`config.mk`:
```
export PLATFORM = sky130hd
export DESIGN_NAME = tcw_cursor
export DESIGN_NICKNAME = d
export VERILOG_FILES = /design/src/tcw_pkg.sv /design/src/tcw_cursor.sv
export SDC_FILE = /design/constraint.sdc
export NUM_CORES = 1
export LEC_CHECK = 0
export BUFFER_PORTS_ARGS = -buffer_cell sky130_fd_sc_hd__buf_2
export CAP_MARGIN = 15
export CORE_ASPECT_RATIO = 1.5
export CORE_MARGIN = 2
export CORE_UTILIZATION = 38
export DETAILED_ROUTE_END_ITERATION = 7
export GPL_ROUTABILITY_DRIVEN = 0
export SLEW_MARGIN = 20
export SYNTH_ARGS = -nofsm -noshare
export SYNTH_HDL_FRONTEND = slang
export SYNTH_SLANG_ARGS = --single-unit
```
`constraint.sdc`:
```
create_clock -name clk -period 2.6 [get_ports clk]
set_clock_uncertainty 0.05 [all_clocks]
set_input_delay 0.52 -clock clk [delete_from_list [all_inputs] [get_ports clk]]
set_output_delay 0.52 -clock clk [all_outputs]
set_load 0.005 [all_outputs]
```
`src/tcw_pkg.sv`:
```
// tcw_pkg: shared constants, action codes and cursor control structs
// for the text console writer; no dependencies
`timescale 1ns / 1ps

package tcw_pkg;

  // item field widths
  localparam int ACT_W      = 2;
  localparam int CHAR_W     = 8;
  localparam int ATTR_W     = 8;
  localparam int IDX_W      = 11;
  localparam int ROW_OUT_W  = 5;
  localparam int COL_OUT_W  = 7;
  localparam int CELL_W     = CHAR_W + ATTR_W;
  localparam int IN_DATA_W  = 24;
  localparam int OUT_DATA_W = 32;

  // action codes
  localparam logic [ACT_W-1:0] ACT_PUT   = 2'd0;
  localparam logic [ACT_W-1:0] ACT_CLEAR = 2'd1;
  localparam logic [ACT_W-1:0] ACT_READ  = 2'd2;

  localparam logic [CHAR_W-1:0] NEWLINE_CODE = 8'h0a;
  localparam logic [CHAR_W-1:0] SPACE_CODE   = 8'h20;
  localparam logic [ATTR_W-1:0] RESET_ATTR   = 8'h07;

  // cursor commands from the sequencer
  typedef struct packed {
    logic advance;
    logic newline;
    logic home;
  } cur_cmd_t;

  // cursor position flags back to the sequencer
  typedef struct packed {
    logic last_row;
    logic last_col;
  } cur_stat_t;

endpackage

```
`src/tcw_cursor.sv`:
```
// tcw_cursor: cursor row/column registers plus the running cell address
// of the cursor; depends on tcw_pkg
`timescale 1ns / 1ps

module tcw_cursor
  import tcw_pkg::*;
#(
  parameter int COLUMNS = 80,
  parameter int ROWS    = 25,
  parameter int ROW_W   = 5,
  parameter int COL_W   = 7,
  parameter int ADDR_W  = 11
) (
  input  logic              clk,
  input  logic              rst_n,
  input  cur_cmd_t          cmd,
  output logic [ROW_W-1:0]  row,
  output logic [COL_W-1:0]  col,
  output logic [ADDR_W-1:0] addr,
  output cur_stat_t         stat
);

  logic [ROW_W-1:0]  row_r;
  logic [COL_W-1:0]  col_r;
  logic [ADDR_W-1:0] base_r;   // row_r * COLUMNS, kept incrementally
  logic              wrap;

  assign stat.last_row = (row_r == ROW_W'(ROWS - 1));
  assign stat.last_col = (col_r == COL_W'(COLUMNS - 1));
  assign row  = row_r;
  assign col  = col_r;
  assign addr = base_r + ADDR_W'(col_r);

  assign wrap = cmd.newline || (cmd.advance && stat.last_col);

  always_ff @(posedge clk) begin
    if (!rst_n) begin
      row_r  <= '0;
      col_r  <= '0;
      base_r <= '0;
    end else if (cmd.home) begin
      row_r  <= '0;
      col_r  <= '0;
      base_r <= '0;
    end else if (wrap) begin
      col_r <= '0;
      // on the last row the scroll keeps the cursor on the bottom row
      if (!stat.last_row) begin
        row_r  <= row_r + 1'b1;
        base_r <= base_r + ADDR_W'(COLUMNS);
      end
    end else if (cmd.advance) begin
      col_r <= col_r + 1'b1;
    end
  end

endmodule

```
==> results.py <==
metrics = {
    "run_status": {
        "outcome": "complete, no violations",
    },
    "yosys": {
        "async_flop_share_pct": 0,
        "synth_seq_cells": 19,
        "yosys.area.top_type": "dfxtp_1",
        "ys.flop_type": "dfxtp_1",
        "yosysSeqAreaShare_pct": 34.51,
        "synth_edf_count": 0,
        "synth_nets": 141,
        "netlist_top_cells_area": "dfxtp_1 35%, ha_1 7.9%, a21oi_1 6.4%",
        "yosysMostFrequentCell": "dfxtp_1",
        "synth_cell_types": 32,
        "synthesis.instances": 128,
        "syn_area_mm2": 0.001102,
        "yosys.area.top_type_share_pct": 34.51,
        "synth_common_cells": "19 x dfxtp_1, 14 x a21oi_1, 10 x nor2_1",
        "yosys_warnings": 0,
        "syn_area_per_cell_um2": 8.612,
    },
    "cells_and_area": {
        "antenna_cells": 0,
        "drive_gt1_share_pct": 25.66,
        "area_growth_pct": 16.80,
        "fin_nets": 166,
    },
    "timing": {
        "whs_ns": 0.4506,
        "layout_worst_path_cycle_share_pct": 92.86,
        "slew_headroom_pct": 51.71,
        "finalHoldViolCount": 0,
        "max_freq_ghz": 0.4142,
        "rsz0062_at_grt": "no",
        "worstMarginPinSlew_ns": 0.7243,
        "fin_crit_ns": 2.414,
        "fin_tns_setup_ns": 0,
        "setup_viol": 0,
        "slew_violations": 0,
    },
    "drt": {
        "drtPass1Iterations": 4,
        "wire_per_inst_um": 12.57,
        "remaining_drc_errors": 0,
        "vias": 970,
        "ant_nets": 0,
        "wl_mm": 2.375,
        "drt_iter0_markers": 43,
        "routed_via_density": 5.132,
    },
    "floorplan": {
        "die_x_um": 47.98,
        "die-area_mm2": 0.003357,
        "core_region_area_mm2": 0.002705,
        "row_count": 23,
        "ios": 30,
        "fp.dieH_um": 69.97,
        "start_util_pct": 40.75,
    },
    "worst_setup_path": {
        "critPathBufInv": 2,
        "cp_slowest_stage_delay_ns": 0.40,
        "start_kind": "flop",
        "endpoint_kind": "output port",
        "crit_path_top_delay_cell": "fa_1",
        "crit_chain": "ha_1, inv_1, fa_1, nor2b_1, o2111ai_1, xnor2_1, buf_2",
        "worstPathArrival_ns": 1.84,
        "rrSetupSlack_ns": 0.58,
        "critPathMaxFanout": 6,
        "worstSetupPathType": "flop to output port",
        "required_ns": 2.03,
        "cpLargestDelayFamily": "adder cells",
    },
    "grt": {
        "grt.total_usage_pct": 15.28,
        "grt_pass1_vias": 867,
        "gr-total-overflow": 0,
        "grt_pass1_wl_mm": 3.815,
        "grt_max_degree": 21,
        "antenna_found_initial": 0,
    },
    "cts": {
        "cts_tree": "yes",
        "cts_setup_buffers": 0,
        "clk_latency_ns": 0.25,
        "path_clk_slew_ns": 0.07,
        "cts_htree_levels": 1,
        "cts_buffer_depth": 2,
        "cts.sinks": 19,
        "cts_buffers": 3,
        "root_buffer": "clkbuf_8",
    },
    "pwr": {
        "p_clk_share_pct": 38.1,
        "pwr-share-seq_pct": 55.7,
        "power_density_mw_per_mm2": 415.6,
        "power.leakage_uw": 0.0005793,
        "p_sw_share_pct": 22.22,
        "power_switching_uw": 118.9,
        "ir_worst_vdd_uv": 253.9,
        "p_int_uw": 416.1,
        "pwr-share-comb_pct": 6.3,
    },
    "run": {
        "maxCapViolations": 0,
    },
    "min_path": {
        "hp-class": "flop to flop",
    },
    "placement": {
        "dp_hpwl_mm": 1.769,
        "io_buffers": 29,
    },
}
-- layout make-up --
| class | instances | area (um2) |
|---|---|---|
| fill | 299 | 1418 |
| multi-input combinational | 92 | 634.4 |
| sequential | 19 | 386.6 |
| timing repair buffer | 29 | 145.1 |
| tap | 37 | 46.29 |
| clock buffer | 4 | 45.04 |
| inverter | 8 | 30.03 |
-- repair_timing --
item                       CTS  global route
gates resized for setup      0             4
hold buffers                 0             0
setup endpoints to repair    0             2
-- kinds of logic after synthesis --
family                     Yosys count  share of synthesized area [%]
muxes                                1                         0.9081
and+or+nand+nor                     39                          20.32
xor gates and xnor gates            11                          8.740
AOI/OAI and AO/OA                   33                          17.82
DFF                                 19                          34.51
adders and majority gates            8                          9.761
buffers and inverters               17                          7.945
-- registers in the layout, summed over array words and instances (netlist names) --
register,cells
col,7
row,5
base_r,7
-- stage by stage --
stage / area [um2] / setup WS (ns) / cells / utilization (%) / total power, uW
final: 1287 / 0.1856 / 189 / 47.59 / 535.0
after global routing: 1287 / 0.02167 / 189 / 47.59 / 560.3
after CTS: 1281 / 0.04140 / 189 / 47.36 / 544.4
after detailed placement: 1236 / 0.3383 / 185 / 45.70 / 339.4
after global placement: 1236 / 0.3753 / 185 / 45.70 / 338.0
after floorplan: 1102 / 0.5024 / 128 / - / 328.5
-- cells in the final DEF, fill, tap and decap left out, drive strengths merged, types with 2 or more instances in the layout --
cell type / n
dfxtp: 19
and4: 2
nand3: 6
buf: 29
or4: 5
nand2: 6
o31ai: 4
xnor2: 7
nor2b: 2
o21ai: 9
xor2: 4
clkbuf: 4
ha: 7
a21o: 2
nor2: 10
a21oi: 15
inv: 8
or3: 3
-- power groups by stage --
stage               clock network (uW)  logic (uW)  registers, uW
floorplan                            0        24.1            304
global placement                     0        32.7            305
detailed placement                   0        33.8            306
CTS                                212        33.9            299
global route                       224        38.2            299
finish                             204        33.5            298
-- worst register-to-register path, cell delays in order (launching register included) --
cell     delay (ns)
dfxtp_1        0.36
ha_1           0.24
and4_4         0.22
a21oi_2        0.57
nand2_1        0.34
nor2_1         0.17
-- worst paths after layout --
| check | start | end | depth (start not counted) |
|---|---|---|---|
| max reg2reg | col[0] | col[0] | 5 |
| min reg2reg | row[4] | row[4] | 2 |
| max | col[4] | addr[10] | 7 |
| min | row[4] | row[4] | 2 |
-- per-layer routing --
layer  routed length [um]  track usage (%)  vias to the layer above
met4                   55            8.709                        0
met5                    0                0                        -
li1                     -                -                      495
met1                 1037            18.76                      442
met2                 1168            22.96                       26
met3                  115            3.876                        7
No activity file was read; power rests on OpenSTA's default activity.
